--- config.mk ---
export PLATFORM = sky130hd
export DESIGN_NAME = stable_priority_job_queue_unit
export DESIGN_NICKNAME = d
export VERILOG_FILES = /design/src/rtl/spjq_pkg.sv /design/src/rtl/spjq_cell.sv /design/src/rtl/stable_priority_job_queue_unit.sv
export SDC_FILE = /design/constraint.sdc
export NUM_CORES = 2
export LEC_CHECK = 0
export ABC_CLOCK_PERIOD_IN_PS = 5920
export BUFFER_PORTS_ARGS = -buffer_cell sky130_fd_sc_hd__buf_2
export CAP_MARGIN = 20
export CORE_MARGIN = 2
export CORE_UTILIZATION = 57
export CTS_CLUSTER_SIZE = 40
export DETAILED_ROUTE_END_ITERATION = 10
export GPL_TIMING_DRIVEN = 0
export PLACE_DENSITY = 0.84
export SYNTH_ARGS = -nofsm -noshare
export SYNTH_HDL_FRONTEND = slang
export SYNTH_SLANG_ARGS = --single-unit
--- constraint.sdc ---
create_clock -name aclk -period 5.92 [get_ports aclk]
set_input_delay 1.184 -clock aclk [delete_from_list [all_inputs] [get_ports aclk]]
set_output_delay 1.184 -clock aclk [all_outputs]
set_load 0.1 [all_outputs]
--- src/rtl/spjq_pkg.sv ---
// Shared types and codes for the stable priority job queue.
// No dependencies; used by spjq_cell, stable_priority_job_queue_unit and tb_top.
package spjq_pkg;

    localparam logic [1:0] REQ_SUBMIT   = 2'd0;
    localparam logic [1:0] REQ_REASSIGN = 2'd1;
    localparam logic [1:0] REQ_CANCEL   = 2'd2;

    localparam logic [1:0] STATUS_OK        = 2'd0;
    localparam logic [1:0] STATUS_NOT_FOUND = 2'd1;
    localparam logic [1:0] STATUS_FULL      = 2'd2;

    localparam int ID_W    = 16;
    localparam int PRIO_W  = 8;
    localparam int PAGES_W = 16;
    localparam int TOTAL_W = 32;
    localparam int QCNT_W  = 5;

    typedef enum logic [1:0] {
        CELL_HOLD,
        CELL_INSERT,
        CELL_REMOVE
    } cell_op_t;

    typedef struct packed {
        logic [ID_W-1:0]    id;
        logic [PRIO_W-1:0]  prio;
        logic [PAGES_W-1:0] pages;
    } job_t;

    typedef struct packed {
        cell_op_t        op;
        job_t            job;
        logic [ID_W-1:0] key;
    } cell_cmd_t;

endpackage

--- src/rtl/spjq_cell.sv ---
// One queue slot of the sorted job chain: holds a job and shifts toward
// its neighbors on insert or remove. Depends on spjq_pkg.
module spjq_cell
    import spjq_pkg::*;
(
    input  logic      aclk,
    input  cell_cmd_t cmd,
    input  logic      valid,
    input  logic      left_keep,
    input  logic      left_hit,
    input  job_t      left_entry,
    input  job_t      right_entry,
    output logic      keep,
    output logic      hit,
    output logic      first,
    output job_t      entry
);

    job_t entry_reg;
    job_t entry_next;
    logic match;

    assign entry = entry_reg;
    assign keep  = valid && (entry_reg.prio <= cmd.job.prio);
    assign match = valid && (entry_reg.id == cmd.key);
    assign hit   = left_hit | match;
    assign first = match & ~left_hit;

    always_comb begin
        entry_next = entry_reg;
        unique case (cmd.op)
            CELL_INSERT: begin
                if (!keep) begin
                    entry_next = left_keep ? cmd.job : left_entry;
                end
            end
            CELL_REMOVE: begin
                if (hit) begin
                    entry_next = right_entry;
                end
            end
            default: entry_next = entry_reg;
        endcase
    end

    always_ff @(posedge aclk) begin
        entry_reg <= entry_next;
    end

endmodule

--- src/rtl/stable_priority_job_queue_unit.sv ---
// Top level of the stable priority job queue: request sequencer, counters,
// result register and a chain of spjq_cell slots. Depends on spjq_pkg.
//
// Usage:
//   s_axis carries one request per transaction (submit, reassign, cancel)
//   together with the printer state. m_axis returns one result per request:
//   status, assigned id, cancel flag, the queue head and the counts.
//   Each request runs one chain operation in ST_EXEC, then ST_DONE loads
//   the result register and raises m_tvalid; a reassign that finds its job
//   passes ST_INSERT between them (remove, then insert). The next request
//   is accepted in the cycle after the result is loaded, so a new request
//   is taken only once the last one is through.
//   The result register holds while m_tready is low; a finished request
//   waits in its last step until the register frees, and s_tready stays low.
//   Reset empties the queue, sets the next job id to 1 and clears the
//   submitted count; the slot contents are not cleared and never read
//   before they are written.
module stable_priority_job_queue_unit
    import spjq_pkg::*;
#(
    parameter int QUEUE_DEPTH = 16
) (
    input  logic        aclk,
    input  logic        aresetn,
    // req_type[1:0], job_id[17:2], priority_req[25:18], pages[41:26],
    // printing_valid[42], printing_id[58:43]
    input  logic [63:0] s_tdata,
    input  logic        s_tvalid,
    output logic        s_tready,
    // status[1:0], assigned_id[17:2], cancel_printing[18], head_valid[19],
    // head_id[35:20], head_priority[43:36], queue_count[48:44],
    // submitted_total[80:49]
    output logic [87:0] m_tdata,
    output logic        m_tvalid,
    input  logic        m_tready
);

    localparam int CW = $clog2(QUEUE_DEPTH + 1);

    typedef enum logic [1:0] {
        ST_IDLE,
        ST_EXEC,
        ST_INSERT,
        ST_DONE
    } state_t;

    state_t             state_reg;
    logic [1:0]         req_reg;
    logic [ID_W-1:0]    jid_reg;
    logic [PRIO_W-1:0]  prio_reg;
    logic [PAGES_W-1:0] pages_reg;
    logic               pvalid_reg;
    logic [ID_W-1:0]    pid_reg;
    job_t               job_reg;

    logic [CW-1:0]      count_reg;
    logic [ID_W-1:0]    next_id_reg;
    logic [TOTAL_W-1:0] total_reg;

    logic [1:0]         status_reg;
    logic [ID_W-1:0]    assigned_reg;
    logic               cancel_reg;

    logic               m_tvalid_reg;
    logic [87:0]        m_tdata_reg;

    cell_cmd_t          cmd;
    logic [QUEUE_DEPTH-1:0] cell_valid;
    logic [QUEUE_DEPTH-1:0] cell_keep;
    logic [QUEUE_DEPTH-1:0] cell_hit;
    logic [QUEUE_DEPTH-1:0] cell_first;
    job_t               cell_entry [QUEUE_DEPTH];
    job_t               removed_job;
    logic               found;
    logic               cancel_match;
    logic [CW+QCNT_W-1:0] count_ext;
    job_t               head;
    logic               head_valid;

    genvar gi;
    generate
        for (gi = 0; gi < QUEUE_DEPTH; gi++) begin : g_cell
            assign cell_valid[gi] = count_reg > CW'(gi);
            if (gi == 0) begin : g_head
                spjq_cell u_cell (
                    .aclk        (aclk),
                    .cmd         (cmd),
                    .valid       (cell_valid[gi]),
                    .left_keep   (1'b1),
                    .left_hit    (1'b0),
                    .left_entry  (cmd.job),
                    .right_entry (cell_entry[(gi + 1) % QUEUE_DEPTH]),
                    .keep        (cell_keep[gi]),
                    .hit         (cell_hit[gi]),
                    .first       (cell_first[gi]),
                    .entry       (cell_entry[gi])
                );
            end else if (gi == QUEUE_DEPTH - 1) begin : g_tail
                spjq_cell u_cell (
                    .aclk        (aclk),
                    .cmd         (cmd),
                    .valid       (cell_valid[gi]),
                    .left_keep   (cell_keep[gi-1]),
                    .left_hit    (cell_hit[gi-1]),
                    .left_entry  (cell_entry[gi-1]),
                    .right_entry (cell_entry[gi]),
                    .keep        (cell_keep[gi]),
                    .hit         (cell_hit[gi]),
                    .first       (cell_first[gi]),
                    .entry       (cell_entry[gi])
                );
            end else begin : g_mid
                spjq_cell u_cell (
                    .aclk        (aclk),
                    .cmd         (cmd),
                    .valid       (cell_valid[gi]),
                    .left_keep   (cell_keep[gi-1]),
                    .left_hit    (cell_hit[gi-1]),
                    .left_entry  (cell_entry[gi-1]),
                    .right_entry (cell_entry[gi+1]),
                    .keep        (cell_keep[gi]),
                    .hit         (cell_hit[gi]),
                    .first       (cell_first[gi]),
                    .entry       (cell_entry[gi])
                );
            end
        end
    endgenerate

    assign found        = cell_hit[QUEUE_DEPTH-1];
    assign cancel_match = pvalid_reg && (pid_reg == jid_reg);

    always_comb begin
        removed_job = '0;
        for (int i = 0; i < QUEUE_DEPTH; i++) begin
            if (cell_first[i]) begin
                removed_job = removed_job | cell_entry[i];
            end
        end
    end

    always_comb begin
        cmd.op  = CELL_HOLD;
        cmd.key = jid_reg;
        cmd.job = job_reg;
        unique case (state_reg)
            ST_EXEC: begin
                case (req_reg)
                    REQ_SUBMIT: begin
                        cmd.job = '{id: next_id_reg, prio: prio_reg, pages: pages_reg};
                        if (count_reg != CW'(QUEUE_DEPTH)) begin
                            cmd.op = CELL_INSERT;
                        end
                    end
                    REQ_REASSIGN: cmd.op = CELL_REMOVE;
                    REQ_CANCEL: begin
                        if (!cancel_match) begin
                            cmd.op = CELL_REMOVE;
                        end
                    end
                    default: cmd.op = CELL_HOLD;
                endcase
            end
            ST_INSERT: cmd.op = CELL_INSERT;
            default:   cmd.op = CELL_HOLD;
        endcase
    end

    assign head_valid = count_reg != '0;
    assign head       = head_valid ? cell_entry[0] : '0;
    assign count_ext  = {{QCNT_W{1'b0}}, count_reg};

    always_ff @(posedge aclk) begin
        if (!aresetn) begin
            state_reg    <= ST_IDLE;
            count_reg    <= '0;
            next_id_reg  <= ID_W'(1);
            total_reg    <= '0;
            m_tvalid_reg <= 1'b0;
        end else begin
            if (m_tvalid_reg && m_tready && state_reg != ST_DONE) begin
                m_tvalid_reg <= 1'b0;
            end
            unique case (state_reg)
                ST_IDLE: begin
                    if (s_tvalid) begin
                        req_reg      <= s_tdata[1:0];
                        jid_reg      <= s_tdata[17:2];
                        prio_reg     <= s_tdata[25:18];
                        pages_reg    <= s_tdata[41:26];
                        pvalid_reg   <= s_tdata[42];
                        pid_reg      <= s_tdata[58:43];
                        status_reg   <= STATUS_OK;
                        assigned_reg <= '0;
                        cancel_reg   <= 1'b0;
                        state_reg    <= ST_EXEC;
                    end
                end
                ST_EXEC: begin
                    case (req_reg)
                        REQ_SUBMIT: begin
                            state_reg <= ST_DONE;
                            if (count_reg == CW'(QUEUE_DEPTH)) begin
                                status_reg <= STATUS_FULL;
                            end else begin
                                assigned_reg <= next_id_reg;
                                next_id_reg  <= (next_id_reg == '1) ? ID_W'(1)
                                                                    : next_id_reg + 1'b1;
                                count_reg    <= count_reg + 1'b1;
                                if (total_reg != '1) begin
                                    total_reg <= total_reg + 1'b1;
                                end
                            end
                        end
                        REQ_REASSIGN: begin
                            if (found) begin
                                job_reg   <= '{id: removed_job.id, prio: prio_reg,
                                               pages: removed_job.pages};
                                count_reg <= count_reg - 1'b1;
                                state_reg <= ST_INSERT;
                            end else begin
                                status_reg <= STATUS_NOT_FOUND;
                                state_reg  <= ST_DONE;
                            end
                        end
                        REQ_CANCEL: begin
                            state_reg <= ST_DONE;
                            if (cancel_match) begin
                                cancel_reg <= 1'b1;
                            end else if (found) begin
                                count_reg <= count_reg - 1'b1;
                                if (total_reg != '0) begin
                                    total_reg <= total_reg - 1'b1;
                                end
                            end else begin
                                status_reg <= STATUS_NOT_FOUND;
                            end
                        end
                        default: state_reg <= ST_DONE;
                    endcase
                end
                ST_INSERT: begin
                    count_reg <= count_reg + 1'b1;
                    state_reg <= ST_DONE;
                end
                ST_DONE: begin
                    if (!m_tvalid_reg || m_tready) begin
                        m_tvalid_reg <= 1'b1;
                        m_tdata_reg  <= {7'd0, total_reg, count_ext[QCNT_W-1:0],
                                         head.prio, head.id, head_valid, cancel_reg,
                                         assigned_reg, status_reg};
                        state_reg    <= ST_IDLE;
                    end
                end
                default: state_reg <= ST_IDLE;
            endcase
        end
    end

    assign s_tready = state_reg == ST_IDLE;
    assign m_tvalid = m_tvalid_reg;
    assign m_tdata  = m_tdata_reg;

endmodule

==> flow_metrics.py <==
metrics = {
    "placed_design": {
        "dp_hpwl_um": 92300,
        "placed_area_mm2": 0.0397,
        "pre_cts_slack_ns": -0.544,
        "numPlacedInstances": 4570,
        "port_buffers": 128,
        "replace_congestion": 0.974,
    },
    "layout": {
        "finalNetCount": 4053,
        "cell_area_after_layout_mm2": 0.0424,
        "synthToLayoutAreaGrowth_pct": 14.0,
        "drive_above_1_share": 0.120,
        "post_layout_nonfiller_instances": 4724,
        "largest_reg_flops": 336,
    },
    "grt": {
        "grt.met2_usage": 0.542,
        "grt_start_max_net_pins": 35,
        "initial_antenna_violation_count": 2,
        "gr-max-usage-layer": "met2",
        "number_of_global_route_vias_before_repair": 29800,
        "grt_pass1_wl_um": 181000,
        "grt.total_usage": 0.356,
        "global_route.usage.met1": 0.474,
        "global_route.usage.met3": 0.0859,
        "overflow": 0,
    },
    "power_and_ir_drop": {
        "worst_ir_drop_vdd_mv": 0.320,
        "p_sw_uw": 7980,
        "comb_power_share": 0.382,
        "power.sequential.fraction": 0.385,
        "power.internal_uw": 12000,
        "design_power_total_uw": 20000,
        "pwrdens_mw_per_mm2": 472,
        "clockPowerShare": 0.234,
        "leakage_uw": 0.0156,
        "switching_share_of_total_power": 0.398,
    },
    "sta": {
        "report.final.hold_viol_count": 0,
        "worst_pin_slew_ns": 1.28,
        "finalWorstSetupSlack_ns": 0.201,
        "fmaxAchievable_mhz": 175,
        "final.period_utilization": 0.966,
        "final.min_clock_period_ns": 5.72,
        "setup_viol_count_final": 0,
        "timing.final.max_slew_violations": 0,
        "slew_headroom": 0.139,
        "fin_skew_ns": 0.0331,
    },
    "yosys": {
        "synth_cell_type_count": 70,
        "netlist_instances": 3553,
        "yosys.area.top_type": "edfxtp_1",
        "synth_top_family_by_area": "simple AND/OR/NAND/NOR gates",
        "synth_simple_gate_area_frac": 0.127,
        "synth.top_cell.area_share": 0.445,
        "synth.cells.most_frequent": "edfxtp_1, nand2_1, o21ai_0, mux2i_1, ha_1",
        "synth.most_common_cell": "edfxtp_1",
        "post_synth_mux_area_share": 0.114,
        "parity_gate_share_of_the_synthesized_area_counting_xor_and_xnor_cells": 0.0744,
        "synth_top_cells_by_area": "edfxtp_1, mux2i_1, ha_1",
        "synth-compound-area-share": 0.117,
        "ys_warn_count": 0,
        "ys_dominant_reg_cell": "edfxtp_1",
        "syn_area_per_cell_um2": 10.5,
        "async_reset_ff_frac": 0,
        "synth_adder_area_share": 0.0591,
        "ys_seq_elements": 607,
        "synth_sequential_area_ratio": 0.475,
        "edff_count_synth": 551,
        "synthesis.area_mm2": 0.0372,
    },
    "setup_path": {
        "worst-setup-path-type": "reg2reg",
        "regToRegSetupSlack_ns": 0.20,
        "number_of_buffer_and_inverter_instances_along_the_worst_setup_path": 5,
        "crit_path_start": "req_reg[0]$_DFFE_PP_",
        "crit_path_end_kind": "flop",
        "r2r_end": "g_cell[8].g_mid.u_cell.entry[23]$_DFFE_PP_",
        "crit_cells": 17,
        "critical-path-top-cell-by-count": "o21ai_0",
        "reg2regPathDepth": 17,
        "crit_path_start_kind": "flop",
        "critical_path_peak_fanout": 18,
        "critical_path.max_stage_delay_ns": 0.68,
        "worstPathCellList": "inv_1, ha_1, nand2_1, clkbuf_2, mux2_2, inv_1, ha_1, a21o_1, a21o_1, a21oi_1, o21ai_0, o21ai_0, and2_1, clkbuf_1, clkbuf_1, mux2i_1, o21ai_0",
        "cpLargestDelayFamily": "buffers and inverters",
        "worstReg2RegStart": "req_reg[0]$_DFFE_PP_",
        "setup.worst_path.end": "g_cell[8].g_mid.u_cell.entry[23]$_DFFE_PP_",
        "cp_data_required_time_ns": 6.26,
        "crit_arrival_ns": 6.06,
        "worst_path_max_delay_cell": "clkbuf_1",
    },
    "drt": {
        "route.detailed.wl_per_inst_um": 26.0,
        "detailroute.via_count": 31000,
        "routed_wirelength_um": 123000,
        "routed_via_density": 6.57,
        "drt-initial-drc-count": 5023,
        "route.antenna.remaining_nets": 0,
        "post-route-drc-count": 0,
        "first_pass_iters": 6,
    },
    "hold_path": {
        "timing.hold.worst.class": "reg2reg",
    },
    "floorplan": {
        "core_area_mm2": 0.0645,
        "num_io_pins": 158,
        "dieArea_mm2": 0.0673,
        "row_count": 93,
        "initial_utilization": 0.577,
        "die_y_um": 259,
        "die_x_um": 259,
    },
    "outcome": {
        "outcome": "completed",
    },
    "cts": {
        "clock_insertion_delay_worst_skew_ns": 0.65,
        "cts_htree_levels": 3,
        "clockBufferDepth": 3,
        "cts_tree": "done",
        "clock-root-buffer": "clkbuf_16",
        "cts.clk_slew.worst_paths_ns": 0.07,
        "clock_sink_count": 607,
        "number_of_buffers_created_by_cts": 70,
        "hold_buffers": 0,
    },
    "flow_run": {
        "max_cap_violations": 0,
    },
}
[cell usage in the layout (no fill, tap or decap), types with 15 or more instances in the layout]
cell / netlist / layout
o21ai_0: 427 / 427
nand2_1: 485 / 485
a211o_1: 19 / 19
nand3_1: 46 / 46
mux2i_1: 351 / 351
nand2b_1: 21 / 21
ha_1: 174 / 174
clkbuf_16: 0 / 74
a221oi_1: 27 / 17
a21o_1: 34 / 34
buf_8: 0 / 15
dfxtp_1: 56 / 56
nand4_1: 78 / 78
mux2_2: 63 / 63
clkbuf_2: 0 / 18
and2_1: 43 / 43
nor4_1: 57 / 56
buf_4: 14 / 35
edfxtp_1: 551 / 551
nor2_1: 135 / 133
a22oi_1: 48 / 48
o2111ai_1: 16 / 16
a21oi_1: 87 / 83
nor2b_1: 47 / 47
xnor2_1: 155 / 155
inv_1: 70 / 69
clkbuf_1: 173 / 169
nor3_1: 27 / 26
xor2_1: 161 / 161
buf_2: 27 / 155
o21a_1: 19 / 19
[cell type report]
class / count / area (µm²)
Fill cell: 4968 / 22100
Clock inverter: 40 / 483
Buffer: 228 / 1000
Tap cell: 855 / 1070
Antenna cell: 1 / 2.50
Timing Repair Buffer: 179 / 1330
Sequential cell: 607 / 17700
Inverter: 71 / 270
Clock buffer: 90 / 1960
Multi-Input combinational cell: 2653 / 18600
[worst register-to-register path, stage by stage, from the launching register on]
cell	delay [ns]
edfxtp_1	0.43
inv_1	0.09
ha_1	0.25
nand2_1	0.33
clkbuf_2	0.40
mux2_2	0.48
inv_1	0.61
ha_1	0.40
a21o_1	0.16
a21o_1	0.17
a21oi_1	0.18
o21ai_0	0.12
o21ai_0	0.10
and2_1	0.15
clkbuf_1	0.47
clkbuf_1	0.68
mux2i_1	0.27
o21ai_0	0.16
[logic make-up after synthesis]
kind of cell	after synthesis
DFF	607
muxes	414
buffers and inverters	299
other	1
AOI/OAI and AO/OA	739
xor gates and xnor gates	316
and+or+nand+nor	1002
adders and majority gates	175
[stage by stage]
step                utilization  hold WS (ns)  setup TNS (ns)
finish                    0.658         0.405               0
global route              0.658         0.414         -0.0372
CTS                       0.654         0.400               0
detailed placement        0.616         0.405          -87.99
global placement          0.604         0.402         -906.40
floorplan                     -         0.400               0
[metal layers]
layer	part of all wire	routed length [µm]	vias up
met5	0	0	-
met4	0.059	7250	0
met3	0.12	15000	428
met2	0.44	54000	2333
met1	0.38	46500	14700
li1	-	-	13600
[repair_timing]
action,4_1_cts,5_1_grt
setup buffers,0,21
pin swaps,0,9
endpoints found under the setup margin,361,361
resized for setup,13,28
[worst min-delay path by stage]
stage	start	end	slack (ns)	depth (start not counted)
after global placement	assigned_reg[12]$_SDFFCE_PN0P_	m_tdata[14]$_DFFE_PP_	0.40	0
after global routing	assigned_reg[4]$_SDFFCE_PN0P_	m_tdata[6]$_DFFE_PP_	0.41	0
final	assigned_reg[4]$_SDFFCE_PN0P_	m_tdata[6]$_DFFE_PP_	0.40	0
after floorplan	assigned_reg[8]$_SDFFCE_PN0P_	m_tdata[10]$_DFFE_PP_	0.40	0
after CTS	assigned_reg[4]$_SDFFCE_PN0P_	m_tdata[6]$_DFFE_PP_	0.40	0
after detailed placement	assigned_reg[10]$_SDFFCE_PN0P_	m_tdata[12]$_DFFE_PP_	0.40	0
[power by group through the flow]
stage | logic, µW | clock network, µW | registers [µW]
after floorplan | 4620 | 0 | 7590
after global placement | 6460 | 0 | 7820
after detailed placement | 7100 | 0 | 7710
after CTS | 7170 | 4660 | 7640
after global routing | 8100 | 4810 | 7780
final | 7640 | 4680 | 7710
No activity file was read; power rests on OpenSTA's default activity.
